--- src/hdl/ehx_pkg.sv ---
`timescale 1ns / 1ps
// ----------------------------------------------------------------------------
// ehx_pkg
// Shared types and constants of the Ethernet / IP header extractor: the
// field-update codes passed from the classifier to the field collector.
// ----------------------------------------------------------------------------
package ehx_pkg;

	localparam int unsigned QUEUE_DEPTH_DEF = 4;
	localparam int unsigned OUT_W = 400;

	localparam logic [15:0] TPID_8021Q = 16'h8100;
	localparam logic [3:0] VER_IPV4 = 4'd4;
	localparam logic [3:0] VER_IPV6 = 4'd6;
	localparam logic [6:0] POS_MAX = 7'd127;

	typedef logic [3:0] op_t;

	localparam op_t OP_NONE = 4'd0;
	localparam op_t OP_DMAC = 4'd1;
	localparam op_t OP_SMAC = 4'd2;
	localparam op_t OP_TYPE = 4'd3;
	localparam op_t OP_TAG = 4'd4;
	localparam op_t OP_VER4 = 4'd5;
	localparam op_t OP_VER = 4'd6;
	localparam op_t OP_LEN = 4'd7;
	localparam op_t OP_PROTO = 4'd8;
	localparam op_t OP_SRCH = 4'd9;
	localparam op_t OP_SRCL = 4'd10;
	localparam op_t OP_DSTH = 4'd11;
	localparam op_t OP_DSTL = 4'd12;

	typedef struct packed {
		logic [7:0] data;
		op_t op;
		logic clear;
		logic fire;
	} entry_t;

endpackage

--- src/hdl/ehx_front.sv ---
`timescale 1ns / 1ps
// ----------------------------------------------------------------------------
// ehx_front
// Byte classifier: tracks the frame position, the VLAN tag and the IP
// version, and turns each header byte into a field-update request.
// ----------------------------------------------------------------------------
module ehx_front
	import ehx_pkg::*;
(
	input  logic       clk,
	input  logic       arst_n,
	input  logic       s_tvalid,
	output logic       s_tready,
	input  logic [7:0] s_tdata,     // data_byte[7:0]
	input  logic       s_tuser,     // frame_start
	input  logic       q_full,
	output logic       push,
	output entry_t     push_entry
);

	logic [6:0] pos_q;
	logic       done_q;
	logic       tagged_q;
	logic [3:0] ver_q;
	logic [7:0] type_hi_q;

	logic [6:0] pos_eff;
	logic       done_eff;
	logic       tag_eff;
	logic [3:0] ver_eff;
	logic [6:0] ip_start;
	logic [6:0] r;
	logic [3:0] ver_new;
	op_t        op;
	logic       fire;
	logic       accept;

	assign s_tready = !q_full;
	assign accept = s_tvalid && s_tready;

	assign pos_eff = s_tuser ? 7'd0 : pos_q;
	assign done_eff = s_tuser ? 1'b0 : done_q;
	assign tag_eff = s_tuser ? 1'b0 : tagged_q;
	assign ver_eff = s_tuser ? 4'd0 : ver_q;
	assign ip_start = tag_eff ? 7'd18 : 7'd14;
	assign r = pos_eff - ip_start;
	assign ver_new = s_tdata[7:4];

	always_comb begin
		op = OP_NONE;
		fire = 1'b0;
		if (pos_eff < 7'd6) begin
			op = OP_DMAC;
		end else if (pos_eff < 7'd12) begin
			op = OP_SMAC;
		end else if (pos_eff < 7'd14) begin
			if (pos_eff == 7'd13 && {type_hi_q, s_tdata} == TPID_8021Q) begin
				op = OP_TAG;
			end else begin
				op = OP_TYPE;
			end
		end else if (pos_eff < ip_start) begin
			if (pos_eff >= 7'd16) begin
				op = OP_TYPE;
			end
		end else if (r == 7'd0) begin
			op = (ver_new == VER_IPV4) ? OP_VER4 : OP_VER;
			fire = (ver_new != VER_IPV4) && (ver_new != VER_IPV6);
		end else if (ver_eff == VER_IPV4) begin
			if (r == 7'd2 || r == 7'd3) begin
				op = OP_LEN;
			end else if (r == 7'd9) begin
				op = OP_PROTO;
			end else if (r >= 7'd12 && r < 7'd16) begin
				op = OP_SRCL;
			end else if (r >= 7'd16 && r < 7'd20) begin
				op = OP_DSTL;
			end
			fire = (r >= 7'd19);
		end else begin
			if (r == 7'd4 || r == 7'd5) begin
				op = OP_LEN;
			end else if (r == 7'd6) begin
				op = OP_PROTO;
			end else if (r >= 7'd8 && r < 7'd16) begin
				op = OP_SRCH;
			end else if (r >= 7'd16 && r < 7'd24) begin
				op = OP_SRCL;
			end else if (r >= 7'd24 && r < 7'd32) begin
				op = OP_DSTH;
			end else if (r >= 7'd32 && r < 7'd40) begin
				op = OP_DSTL;
			end
			fire = (r >= 7'd39);
		end
	end

	assign push = accept && !done_eff;
	assign push_entry = '{data: s_tdata, op: op, clear: s_tuser, fire: fire};

	always_ff @(posedge clk or negedge arst_n) begin
		if (!arst_n) begin
			pos_q <= '0;
			done_q <= 1'b1;
			tagged_q <= 1'b0;
			ver_q <= '0;
		end else if (push) begin
			pos_q <= (pos_eff < POS_MAX) ? pos_eff + 7'd1 : pos_eff;
			done_q <= fire;
			tagged_q <= tag_eff || (op == OP_TAG);
			ver_q <= (op == OP_VER4 || op == OP_VER) ? ver_new : ver_eff;
		end
	end

	always_ff @(posedge clk) begin
		if (push && pos_eff == 7'd12) begin
			type_hi_q <= s_tdata;
		end
	end

endmodule

--- src/hdl/ehx_queue.sv ---
`timescale 1ns / 1ps
// ----------------------------------------------------------------------------
// ehx_queue
// Small request queue between the classifier and the field collector.
// ----------------------------------------------------------------------------
module ehx_queue
	import ehx_pkg::*;
#(
	parameter int unsigned DEPTH = QUEUE_DEPTH_DEF
) (
	input  logic   clk,
	input  logic   arst_n,
	input  logic   push,
	input  entry_t push_entry,
	output logic   full,
	input  logic   pop,
	output logic   head_valid,
	output entry_t head
);

	localparam int unsigned PTR_W = (DEPTH > 1) ? $clog2(DEPTH) : 1;
	localparam int unsigned CNT_W = $clog2(DEPTH + 1);
	localparam logic [PTR_W-1:0] PTR_LAST = PTR_W'(DEPTH - 1);
	localparam logic [CNT_W-1:0] CNT_FULL = CNT_W'(DEPTH);

	entry_t           mem_q [DEPTH];
	logic [PTR_W-1:0] wr_ptr_q;
	logic [PTR_W-1:0] rd_ptr_q;
	logic [CNT_W-1:0] count_q;

	assign full = (count_q == CNT_FULL);
	assign head_valid = (count_q != '0);
	assign head = mem_q[rd_ptr_q];

	always_ff @(posedge clk or negedge arst_n) begin
		if (!arst_n) begin
			wr_ptr_q <= '0;
			rd_ptr_q <= '0;
			count_q <= '0;
		end else begin
			if (push) begin
				wr_ptr_q <= (wr_ptr_q == PTR_LAST) ? '0 : wr_ptr_q + PTR_W'(1);
			end
			if (pop) begin
				rd_ptr_q <= (rd_ptr_q == PTR_LAST) ? '0 : rd_ptr_q + PTR_W'(1);
			end
			if (push && !pop) begin
				count_q <= count_q + CNT_W'(1);
			end else if (pop && !push) begin
				count_q <= count_q - CNT_W'(1);
			end
		end
	end

	always_ff @(posedge clk) begin
		if (push) begin
			mem_q[wr_ptr_q] <= push_entry;
		end
	end

endmodule

--- src/hdl/ehx_back.sv ---
`timescale 1ns / 1ps
// ----------------------------------------------------------------------------
// ehx_back
// Field collector: applies queued update requests to the header field
// registers and loads the result register when a header is complete.
// ----------------------------------------------------------------------------
module ehx_back
	import ehx_pkg::*;
(
	input  logic             clk,
	input  logic             arst_n,
	input  logic             head_valid,
	input  entry_t           head,
	output logic             pop,
	output logic             m_tvalid,
	input  logic             m_tready,
	output logic [OUT_W-1:0] m_tdata,
	output logic             m_tuser
);

	logic [47:0] dmac_q, smac_q;
	logic [15:0] type_q;
	logic        tagged_q;
	logic [3:0]  ver_q, ihl_q;
	logic [15:0] len_q;
	logic [7:0]  proto_q;
	logic [63:0] srch_q, srcl_q, dsth_q, dstl_q;

	logic [47:0] dmac_b, smac_b, dmac_n, smac_n;
	logic [15:0] type_b, type_n, len_b, len_n;
	logic        tagged_b, tagged_n;
	logic [3:0]  ver_b, ver_n, ihl_b, ihl_n;
	logic [7:0]  proto_b, proto_n;
	logic [63:0] srch_b, srcl_b, dsth_b, dstl_b;
	logic [63:0] srch_n, srcl_n, dsth_n, dstl_n;
	logic [7:0]  b;

	assign b = head.data;
	assign pop = head_valid && (!head.fire || !m_tvalid || m_tready);

	always_comb begin
		dmac_b = head.clear ? '0 : dmac_q;
		smac_b = head.clear ? '0 : smac_q;
		type_b = head.clear ? '0 : type_q;
		tagged_b = head.clear ? 1'b0 : tagged_q;
		ver_b = head.clear ? '0 : ver_q;
		ihl_b = head.clear ? '0 : ihl_q;
		len_b = head.clear ? '0 : len_q;
		proto_b = head.clear ? '0 : proto_q;
		srch_b = head.clear ? '0 : srch_q;
		srcl_b = head.clear ? '0 : srcl_q;
		dsth_b = head.clear ? '0 : dsth_q;
		dstl_b = head.clear ? '0 : dstl_q;

		dmac_n = dmac_b;
		smac_n = smac_b;
		type_n = type_b;
		tagged_n = tagged_b;
		ver_n = ver_b;
		ihl_n = ihl_b;
		len_n = len_b;
		proto_n = proto_b;
		srch_n = srch_b;
		srcl_n = srcl_b;
		dsth_n = dsth_b;
		dstl_n = dstl_b;

		unique case (head.op)
			OP_NONE: ;
			OP_DMAC: dmac_n = {dmac_b[39:0], b};
			OP_SMAC: smac_n = {smac_b[39:0], b};
			OP_TYPE: type_n = {type_b[7:0], b};
			OP_TAG: begin
				type_n = {type_b[7:0], b};
				tagged_n = 1'b1;
			end
			OP_VER4: begin
				ver_n = b[7:4];
				ihl_n = b[3:0];
			end
			OP_VER: ver_n = b[7:4];
			OP_LEN: len_n = {len_b[7:0], b};
			OP_PROTO: proto_n = b;
			OP_SRCH: srch_n = {srch_b[55:0], b};
			OP_SRCL: srcl_n = {srcl_b[55:0], b};
			OP_DSTH: dsth_n = {dsth_b[55:0], b};
			OP_DSTL: dstl_n = {dstl_b[55:0], b};
			default: ;
		endcase
	end

	always_ff @(posedge clk) begin
		if (pop) begin
			dmac_q <= dmac_n;
			smac_q <= smac_n;
			type_q <= type_n;
			tagged_q <= tagged_n;
			ver_q <= ver_n;
			ihl_q <= ihl_n;
			len_q <= len_n;
			proto_q <= proto_n;
			srch_q <= srch_n;
			srcl_q <= srcl_n;
			dsth_q <= dsth_n;
			dstl_q <= dstl_n;
		end
		if (pop && head.fire) begin
			m_tdata <= {dstl_n, dsth_n, srcl_n, srch_n, proto_n, len_n,
				ihl_n, ver_n, type_n, smac_n, dmac_n};
			m_tuser <= tagged_n;
		end
	end

	always_ff @(posedge clk or negedge arst_n) begin
		if (!arst_n) begin
			m_tvalid <= 1'b0;
		end else if (pop && head.fire) begin
			m_tvalid <= 1'b1;
		end else if (m_tready) begin
			m_tvalid <= 1'b0;
		end
	end

endmodule

--- src/hdl/ethernet_ip_header_extractor.sv ---
`timescale 1ns / 1ps
// ----------------------------------------------------------------------------
// ethernet_ip_header_extractor
// Ethernet/802.1Q/IPv4/IPv6 header extractor, one byte per cycle if s_tready.
// ----------------------------------------------------------------------------
// throughput: one byte per cycle if s_tready; at most one result per frame
// result: the last header byte's request is queued, and the result register
//   loads when the field collector pops that request
// reset: arst_n asynchronous; result register empty, bytes ignored until
//   the first frame start
module ethernet_ip_header_extractor
	import ehx_pkg::*;
#(
	parameter int unsigned QUEUE_DEPTH = QUEUE_DEPTH_DEF
) (
	input  logic             clk,
	input  logic             arst_n,
	input  logic             s_tvalid,
	output logic             s_tready,
	input  logic [7:0]       s_tdata,   // data_byte[7:0]
	input  logic             s_tuser,   // frame_start
	output logic             m_tvalid,
	input  logic             m_tready,
	// dst_mac[47:0], src_mac[95:48], eth_type[111:96], ip_version[115:112],
	// ihl_words[119:116], ip_length[135:120], protocol[143:136],
	// src_addr_high[207:144], src_addr_low[271:208],
	// dst_addr_high[335:272], dst_addr_low[399:336]
	output logic [OUT_W-1:0] m_tdata,
	output logic             m_tuser    // vlan_tagged
);

	logic   push;
	entry_t push_entry;
	logic   q_full;
	logic   pop;
	logic   head_valid;
	entry_t head;

	ehx_front u_front (
		.clk        (clk),
		.arst_n     (arst_n),
		.s_tvalid   (s_tvalid),
		.s_tready   (s_tready),
		.s_tdata    (s_tdata),
		.s_tuser    (s_tuser),
		.q_full     (q_full),
		.push       (push),
		.push_entry (push_entry)
	);

	ehx_queue #(
		.DEPTH (QUEUE_DEPTH)
	) u_queue (
		.clk        (clk),
		.arst_n     (arst_n),
		.push       (push),
		.push_entry (push_entry),
		.full       (q_full),
		.pop        (pop),
		.head_valid (head_valid),
		.head       (head)
	);

	ehx_back u_back (
		.clk        (clk),
		.arst_n     (arst_n),
		.head_valid (head_valid),
		.head       (head),
		.pop        (pop),
		.m_tvalid   (m_tvalid),
		.m_tready   (m_tready),
		.m_tdata    (m_tdata),
		.m_tuser    (m_tuser)
	);

endmodule

--- config.mk ---
export PLATFORM = sky130hd
export DESIGN_NAME = ethernet_ip_header_extractor
export DESIGN_NICKNAME = d
export VERILOG_FILES = /design/src/hdl/ehx_pkg.sv /design/src/hdl/ehx_front.sv /design/src/hdl/ehx_queue.sv /design/src/hdl/ehx_back.sv /design/src/hdl/ethernet_ip_header_extractor.sv
export SDC_FILE = /design/constraint.sdc
export NUM_CORES = 1
export LEC_CHECK = 0
export BUFFER_PORTS_ARGS = -buffer_cell sky130_fd_sc_hd__clkbuf_2
export CAP_MARGIN = 20
export CORE_MARGIN = 4
export CORE_UTILIZATION = 58
export CTS_CLUSTER_DIAMETER = 80
export DETAILED_ROUTE_END_ITERATION = 6
export PLACE_DENSITY = 0.77
export SYNTH_ARGS = -nofsm -noshare
export SYNTH_HDL_FRONTEND = slang
export SYNTH_SLANG_ARGS = --single-unit
--- constraint.sdc ---
create_clock -name clk -period 42.9 [get_ports clk]
set_input_delay 4.29 -clock clk [delete_from_list [all_inputs] [get_ports clk]]
set_output_delay 4.29 -clock clk [all_outputs]
set_load 0.02 [all_outputs]
==> load_flow_metrics.sql, run 1 <==
INSERT INTO impl_metrics (metric_group, metric, value, unit) VALUES
('status', 'outcome', 'finished, final reports clean', ''),
('yosys', 'synth_async_sr_flop_share', '2.37', '%'),
('power_and_ir_drop', 'power.share.switching', '38.9', '%'),
('yosys', 'synthesis.area', '0.0339', 'mm²'),
('grt', 'grt_pass1_vias', '20440', ''),
('critical_path', 'endpoint_kind', 'flop', ''),
('timing', 'maxSlewHeadroom', '18.9', '%'),
('floorplanning', 'io_pins', '416', ''),
('grt', 'antenna_found_initial', '2', ''),
('detailed_routing', 'avgViaCountPerCell', '5.82', ''),
('final_layout', 'area_delta_synth_final', '16.7', '%'),
('yosys', 'postSynthAreaPerCell', '14.1', 'µm²'),
('timing', 'fin_skew', '0.0176', 'ns'),
('place', 'post_place_cells', '3462', ''),
('timing', 'rsz0062_at_grt', 'false', ''),
('final_layout', 'antenna_cells_inserted', '0', ''),
('critical_path', 'setup.worst_path.class', 'in2reg', ''),
('grt', 'global_route_wire_length_before_repair', '120', 'mm'),
('place', 'place.detailed.hpwl', '48.5', 'mm'),
('final_layout', 'finish.net_count', '2817', ''),
('timing', 'timing_max_transition_violations_final', '0', ''),
('place', 'post_dp_cell_area', '0.0366', 'mm²'),
('hold_path', 'min_delay_path_depth', '1', ''),
('power_and_ir_drop', 'cellInternalPower', '2.29', 'mW'),
('hold_path', 'holdPathEnd', 'u_front.ver_q[2]', ''),
('critical_path', 'crit_required', '43.40', 'ns'),
('clocking', 'ctsHtreeMaxLevel', '3', ''),
('grt', 'groute.usage.overall', '24.5', '%'),
('place', 'place_ws', '34.62', 'ns'),
('power_and_ir_drop', 'power-per-cell-area', '95.0', 'mW/mm²'),
('detailed_routing', 'dr_total_vias', '21064', ''),
('clocking', 'numCtsBuffers', '87', ''),
('timing', 'setup_violations', '0', ''),
('detailed_routing', 'detail-route-antenna-nets', '0', ''),
('grt', 'grt_start_max_net_pins', '178', ''),
('timing', 'timing.final.crit_share', '17.9', '%'),
('critical_path', 'critPathMaxStageDelay', '0.63', 'ns'),
('final_layout', 'fin_util', '68.5', '%'),
('critical_path', 'reg2reg_from', 'u_queue.rd_ptr_q[0]', ''),
('clocking', 'cts.clk_slew.worst_paths', '0.06', 'ns'),
('yosys', 'synth_enable_flop_cells', '866', ''),
('yosys', 'post_synth_net_total', '2427', ''),
('clocking', 'clock-sinks', '887', ''),
('yosys', 'synth.yosys.seq_area_share', '78.4', '%'),
('final_layout', 'final_design_area_no_fill', '0.0395', 'mm²'),
('timing', 'hold_violations', '0', ''),
('yosys', 'syn-instance-count', '2399', ''),
('timing', 'final.hold.worst_slack', '0.511', 'ns'),
('floorplanning', 'area_of_the_core', '0.0577', 'mm²'),
('hold_path', 'worst_hold_path_type', 'reg2reg', ''),
('timing', 'final.min_clock_period', '7.70', 'ns'),
('final_layout', 'post_route_cells_drive_above_1_share', '21.4', '%'),
('yosys', 'synth.ff_latch_count', '887', ''),
('clocking', 'worst_skew_pair.late_latency', '0.62', 'ns'),
('timing', 'maxClockFrequency', '130', 'MHz'),
('yosys', 'synthFlopType', 'sky130_fd_sc_hd__edfxtp_1', ''),
('clocking', 'post_cts.repair.setup_buffers', '0', ''),
('power_and_ir_drop', 'combPwrFrac', '33.4', '%'),
('floorplanning', 'floorplan.initialDensity', '58.7', '%'),
('clocking', 'cts_tree', 'done', ''),
('floorplanning', 'die_h', '250', 'µm'),
('detailed_routing', 'route.final.wire_length', '78.7', 'mm'),
('clocking', 'cts_hold_buf', '0', ''),
('clocking', 'post_cts_resized', '0', ''),
('timing', 'max_slew.worst_pin.slew', '1.22', 'ns'),
('timing', 'final_critical_path_setup_slack', '35.20', 'ns'),
('detailed_routing', 'drt_first_iter_violations', '2433', ''),
('timing', 'timing.setup.tns', '0', 'ns'),
('critical_path', 'timing.critical_path.max_delay_family', 'compound AO/OA/AOI/OAI gates', ''),
('power_and_ir_drop', 'vdd_drop_max', '0.234', 'mV'),
('hold_path', 'worst_hold_startpoint', 'u_front.ver_q[2]', '');
[metal layers]
layer	global-route usage, %	share of wire (%)
met1	33.8	39
met2	38.4	48
met3	4.66	8.1
met4	11.2	4.6
met5	0	0.017
[placed cells by master (no fill, tap or decap), types with 4 or more instances in the layout]
| master | count |
|---|---|
| sky130_fd_sc_hd__buf_4 | 21 |
| sky130_fd_sc_hd__nor3_1 | 9 |
| sky130_fd_sc_hd__ha_1 | 14 |
| sky130_fd_sc_hd__a211o_1 | 6 |
| sky130_fd_sc_hd__clkbuf_2 | 415 |
| sky130_fd_sc_hd__o21ai_0 | 80 |
| sky130_fd_sc_hd__mux4_2 | 5 |
| sky130_fd_sc_hd__mux2i_1 | 38 |
| sky130_fd_sc_hd__nor2b_1 | 9 |
| sky130_fd_sc_hd__edfxtp_1 | 866 |
| sky130_fd_sc_hd__o21ai_2 | 8 |
| sky130_fd_sc_hd__nand2b_1 | 7 |
| sky130_fd_sc_hd__nand2_1 | 647 |
| sky130_fd_sc_hd__a22o_1 | 5 |
| sky130_fd_sc_hd__clkinvlp_4 | 4 |
| sky130_fd_sc_hd__inv_1 | 14 |
| sky130_fd_sc_hd__clkbuf_1 | 16 |
| sky130_fd_sc_hd__mux2_2 | 13 |
| sky130_fd_sc_hd__and2_1 | 10 |
| sky130_fd_sc_hd__dfrtp_1 | 20 |
| sky130_fd_sc_hd__buf_12 | 4 |
| sky130_fd_sc_hd__nor2_1 | 36 |
| sky130_fd_sc_hd__clkbuf_16 | 91 |
| sky130_fd_sc_hd__nor4b_1 | 4 |
| sky130_fd_sc_hd__a21oi_1 | 316 |
| sky130_fd_sc_hd__clkinv_2 | 13 |
| sky130_fd_sc_hd__nand3_1 | 74 |
| sky130_fd_sc_hd__bufinv_16 | 8 |
| sky130_fd_sc_hd__clkinv_1 | 18 |
[state kept, by name (all words and copies together), names as in the netlist, 7 cells and up]
name               count
u_back.len_q          16
u_queue.mem_q         56
u_back.dstl_q         64
u_back.srcl_q         64
u_back.m_tdata       400
u_front.type_hi_q      8
u_back.smac_q         48
u_back.dsth_q         64
u_back.srch_q         64
u_back.dmac_q         48
u_back.proto_q         8
u_front.pos_q          7
u_back.type_q         16
[worst reg2reg max path: cells and delay by family, from the launching register on]
kind | cells | cell delay, ns
multiplexers | 1 | 0.64
flip-flops | 1 | 0.32
buffers and inverters | 4 | 2.93
AO/OA/AOI/OAI | 1 | 0.84
[area by class of cell]
| type | count | area, µm² |
|---|---|---|
| multi-input cells | 1357 | 6810 |
| inverters | 14 | 52.6 |
| fillers | 3932 | 18200 |
| repair buffers | 442 | 2360 |
| clock inverters | 47 | 453 |
| flip-flops and latches | 887 | 26500 |
| clock buffers | 107 | 2340 |
| well taps | 765 | 957 |
[how the worst max path moves through the flow]
stage / start / end / cells past startpoint / slack, ns
floorplan: m_tready / u_back.m_tvalid / 4 / 7.88
global placement: s_tuser / u_front.tagged_q / 12 / 34.68
detailed placement: m_tready / u_back.dsth_q[53] / 6 / 34.62
CTS: m_tready / u_back.dsth_q[45] / 6 / 35.29
global route: s_tuser / u_front.tagged_q / 12 / 34.83
finish: s_tuser / u_front.tagged_q / 12 / 35.20
[cells in the mapped netlist (all sizes together) (2+ instances only)]
library cell	number	share of area [%]
mux2	13	0.43
nand2	650	7.2
nand4	2	0.037
buf	14	0.21
nor3	9	0.13
a22o	5	0.13
or3b	3	0.078
o21a	2	0.044
a31oi	3	0.055
nor4	3	0.055
a32o	2	0.059
edfxtp	866	77
nor4b	5	0.15
clkbuf	127	1.4
a22oi	2	0.044
or2	2	0.037
a21oi	318	4.7
and2	15	0.28
mux2i	38	1.1
nor2b	9	0.17
o22a	2	0.052
a311oi	2	0.070
a41oi	2	0.052
mux4	5	0.33
a21boi	2	0.044
nand3	75	1.1
or2b	3	0.067
xor2	3	0.078
nand2b	7	0.13
o21ai	90	1.3
dfrtp	20	1.5
ha	14	0.52
xnor2	3	0.078
inv	14	0.16
and4b	2	0.059
nor2	37	0.41
and3	3	0.055
a211o	6	0.16
a2111oi	2	0.070
[power by group through the flow]
stage | Combinational, mW | Clock, mW | Sequential (mW)
2_1_floorplan | 0.543 | 0 | 2.20
3_3_place_gp | 1.22 | 0 | 1.75
3_5_place_dp | 1.25 | 0 | 1.76
4_1_cts | 1.26 | 0.756 | 1.75
5_1_grt | 1.35 | 0.795 | 1.79
6_report | 1.25 | 0.744 | 1.75
[logic make-up (layout without fill, tap and decap cells)]
group,Yosys count,in the layout,synth area share (%)
flip-flops,887,887,78.4
XOR/XNOR,6,6,0.155
AO/OA/AOI/OAI,449,449,7.13
buffers and inverters,155,610,1.77
multiplexers,56,56,1.89
adder cells (fa/ha/maj),15,15,0.577
AND/OR/NAND/NOR,831,831,10.1
Note: power is estimated with default switching activity, not from simulation.
==> run 2: changes to the inputs <==
--- a/config.mk
+++ b/config.mk
@@ -8,10 +8,10 @@
 export BUFFER_PORTS_ARGS = -buffer_cell sky130_fd_sc_hd__clkbuf_2
 export CAP_MARGIN = 20
 export CORE_MARGIN = 4
-export CORE_UTILIZATION = 58
+export CORE_UTILIZATION = 52
 export CTS_CLUSTER_DIAMETER = 80
 export DETAILED_ROUTE_END_ITERATION = 6
-export PLACE_DENSITY = 0.77
+export PLACE_DENSITY = 0.72
 export SYNTH_ARGS = -nofsm -noshare
 export SYNTH_HDL_FRONTEND = slang
 export SYNTH_SLANG_ARGS = --single-unit
==> constraint.sdc (replaced) <==
create_clock -name clk -period 7 [get_ports clk]
set_input_delay 0.7 -clock clk [delete_from_list [all_inputs] [get_ports clk]]
set_output_delay 0.7 -clock clk [all_outputs]
set_load 0.02 [all_outputs]
==> run 2 against run 1 <==
Effect of this change:
- combinational power rose to 6.3 times the previous value
- clock-buffer cell count rose by 8
- sequential share of layout area fell by 0.18 points
- die area rose by 11%
- global-route usage fell by 2.4 points
- non-clock buffer count rose by 5
- highest routed layer is now met4
==> load_flow_metrics.sql, run 2 (synthesis gave the netlist of run 1 again) <==
INSERT INTO impl_metrics (metric_group, metric, value, unit) VALUES
('detailed_routing', 'route.final.wire_length', '79.6', 'mm'),
('timing', 'final.hold.worst_slack', '0.0745', 'ns'),
('timing', 'timing_max_transition_violations_final', '0', ''),
('detailed_routing', 'drc_markers', '0', ''),
('place', 'place_congestion', '0.945', ''),
('timing', 'timing.final.crit_share', '57.2', '%'),
('final_layout', 'final_common_cell', 'sky130_fd_sc_hd__edfxtp_1', ''),
('timing', 'final.min_clock_period', '4.01', 'ns'),
('detailed_routing', 'dr_total_vias', '20943', ''),
('clocking', 'clock-sinks', '887', ''),
('clocking', 'numCtsBuffers', '87', ''),
('place', 'portBuffers', '415', ''),
('floorplanning', 'die_h', '263', 'µm'),
('power_and_ir_drop', 'leakage', '14.8', 'nW'),
('critical_path', 'worst-path-stages', '12', ''),
('critical_path', 'cpMaxStageDelayCell', 'sky130_fd_sc_hd__a2111oi_0', ''),
('timing', 'fin_skew', '0.0174', 'ns'),
('detailed_routing', 'avgViaCountPerCell', '5.63', ''),
('hold_path', 'worst_hold_path_type', 'in2async', ''),
('critical_path', 'path_max_fanout', '29', ''),
('critical_path', 'r2r.worst_path.cells', '11', ''),
('critical_path', 'endpoint_kind', 'flop', ''),
('timing', 'timing.setup.tns', '0', 'ns'),
('detailed_routing', 'detail_route.wl_per_cell', '21.4', 'µm'),
('timing', 'hold_violations', '0', ''),
('timing', 'maxClockFrequency', '250', 'MHz'),
('timing', 'setup_violations', '0', ''),
('clocking', 'worst_skew_pair.late_latency', '0.62', 'ns'),
('critical_path', 'worst_setup_sp_type', 'primary input', ''),
('floorplanning', 'dieArea', '0.0693', 'mm²'),
('clocking', 'buffer_depth_of_the_longest_clock_path', '3', ''),
('final_layout', 'finish.net_count', '2822', ''),
('critical_path', 'setup.worst_path.class', 'in2reg', ''),
('grt', 'antenna_found_initial', '0', ''),
('status', 'outcome', 'finished, final reports clean', ''),
('detailed_routing', 'drt_first_iter_violations', '2548', ''),
('critical_path', 'crit_required', '7.51', 'ns'),
('final_layout', 'layout_common_cells', 'sky130_fd_sc_hd__edfxtp_1, sky130_fd_sc_hd__nand2_1, sky130_fd_sc_hd__clkbuf_2', ''),
('detailed_routing', 'firstDrtPassIters', '6', ''),
('clocking', 'post_cts_resized', '0', ''),
('place', 'place.detailed.hpwl', '49.0', 'mm'),
('final_layout', 'area_delta_synth_final', '17.0', '%'),
('clocking', 'cts.clk_slew.worst_paths', '0.06', 'ns'),
('clocking', 'cts_tree', 'done', ''),
('critical_path', 'critPathMaxStageDelay', '0.62', 'ns'),
('grt', 'grt_remaining_overflow', '0', ''),
('critical_path', 'cp.arrival', '4.52', 'ns'),
('critical_path', 'path_cells', 'clkbuf_2, nand2b_1, inv_1, ha_1, nor2b_1, a2111oi_0, o21ai_0, a2111oi_2, a22oi_1, a311oi_2, nor3_1, a31o_1', ''),
('clocking', 'cts_root_buf', 'sky130_fd_sc_hd__clkbuf_16', ''),
('timing', 'max_slew.worst_pin.slew', '1.14', 'ns'),
('grt', 'grt_pass1_vias', '20376', ''),
('critical_path', 'last_element_of_the_critical_path', 'u_front.tagged_q', ''),
('clocking', 'ctsHtreeMaxLevel', '3', ''),
('critical_path', 'reg2reg_from', 'u_front.pos_q[2]', ''),
('grt', 'global_route_wire_length_before_repair', '121', 'mm'),
('floorplanning', 'dieWidth', '263', 'µm'),
('final_layout', 'post_route_cells_drive_above_1_share', '21.5', '%'),
('clocking', 'cts_hold_buf', '0', ''),
('critical_path', 'reg2reg_to', 'u_front.tagged_q', ''),
('floorplanning', 'io_pins', '416', ''),
('flow_run', 'drv_cap', '0', ''),
('grt', 'grt_start_max_net_pins', '193', ''),
('clocking', 'post_cts.repair.setup_buffers', '0', ''),
('critical_path', 'timing.critical_path.max_delay_family', 'compound AO/OA/AOI/OAI gates', ''),
('timing', 'maxSlewHeadroom', '24.2', '%'),
('critical_path', 'cp-startpoint', 's_tuser', ''),
('critical_path', 'critPathBufInv', '2', ''),
('timing', 'rsz0062_at_grt', 'false', ''),
('final_layout', 'registers.top_by_ff_count', 'u_back.m_tdata', ''),
('power_and_ir_drop', 'vdd_drop_max', '0.412', 'mV'),
('final_layout', 'filler_cell_count', '4795', ''),
('critical_path', 'r2r_slack', '3.00', 'ns'),
('detailed_routing', 'detail-route-antenna-nets', '0', ''),
('grt', 'groute.usage.overall', '22.0', '%'),
('floorplanning', 'area_of_the_core', '0.0645', 'mm²'),
('floorplanning', 'floorplan.initialDensity', '52.5', '%'),
('final_layout', 'largest_reg_flops', '400', ''),
('power_and_ir_drop', 'power-per-cell-area', '578', 'mW/mm²'),
('floorplanning', 'rows', '93', '');
-- run 2: layout make-up --
cell class | instances | area [µm²] | share of cell area, %
diodes | 1 | 2.50 | 0.00632
clock buffers | 115 | 2390 | 6.02
clock inverters | 42 | 337 | 0.850
inverters | 14 | 52.6 | 0.133
multi-input cells | 1357 | 6810 | 17.2
flip-flops and latches | 887 | 26500 | 67.0
well taps | 855 | 1070 | 2.70
repair buffers | 447 | 2420 | 6.12
-- run 2: worst min path at each step --
stage / startpoint / endpoint / slack (ns) / cells after the start
after global routing: arst_n / u_front.pos_q[0] / 0.09 / 1
after global placement: u_front.ver_q[3] / u_front.ver_q[3] / 0.47 / 1
after floorplan: arst_n / u_back.m_tvalid / 0.40 / 0
after CTS: arst_n / u_front.pos_q[0] / 0.05 / 1
final: arst_n / u_front.pos_q[1] / 0.07 / 1
after detailed placement: u_front.ver_q[1] / u_front.ver_q[1] / 0.49 / 1
-- run 2: worst reg2reg max path: stages (launching register included) --
cell and delay (ns):
sky130_fd_sc_hd__dfrtp_1 0.63, sky130_fd_sc_hd__nand2b_1 0.22, sky130_fd_sc_hd__a21oi_1 0.12, sky130_fd_sc_hd__ha_1 0.30
sky130_fd_sc_hd__nor2b_1 0.19, sky130_fd_sc_hd__a2111oi_0 0.62, sky130_fd_sc_hd__o21ai_0 0.35, sky130_fd_sc_hd__a2111oi_2 0.51
sky130_fd_sc_hd__a22oi_1 0.20, sky130_fd_sc_hd__a311oi_2 0.43, sky130_fd_sc_hd__nor3_1 0.11, sky130_fd_sc_hd__a31o_1 0.23
-- run 2: metrics by stage --
stage	setup WS, ns	power (mW)	util (%)	std cells	instance area [µm²]
floorplan	-6.36	15.8	-	2399	33900
global placement	2.63	18.3	57.1	3556	36800
detailed placement	2.44	18.6	57.1	3556	36800
CTS	3.08	23.1	61.3	3713	39500
global route	2.64	24.0	61.4	3717	39600
finish	2.99	22.9	61.4	3718	39600
-- run 2: routing by layer --
metal | up-vias | GRT usage (%) | part of all wire (%)
li1 | 9527 | - | -
met3 | 153 | 4.38 | 7.6
met4 | 0 | 7.44 | 3.2
met1 | 10364 | 30.7 | 41
met2 | 899 | 35.3 | 48
met5 | - | 0 | 0
-- run 2: power by group --
group / switching [mW] / total [mW] / leakage [nW] / internal (mW)
registers: 1.04 / 10.6 / 9.28 / 9.58
clock network: 1.89 / 4.46 / 1.33 / 2.58
logic: 6.02 / 7.82 / 4.20 / 1.80
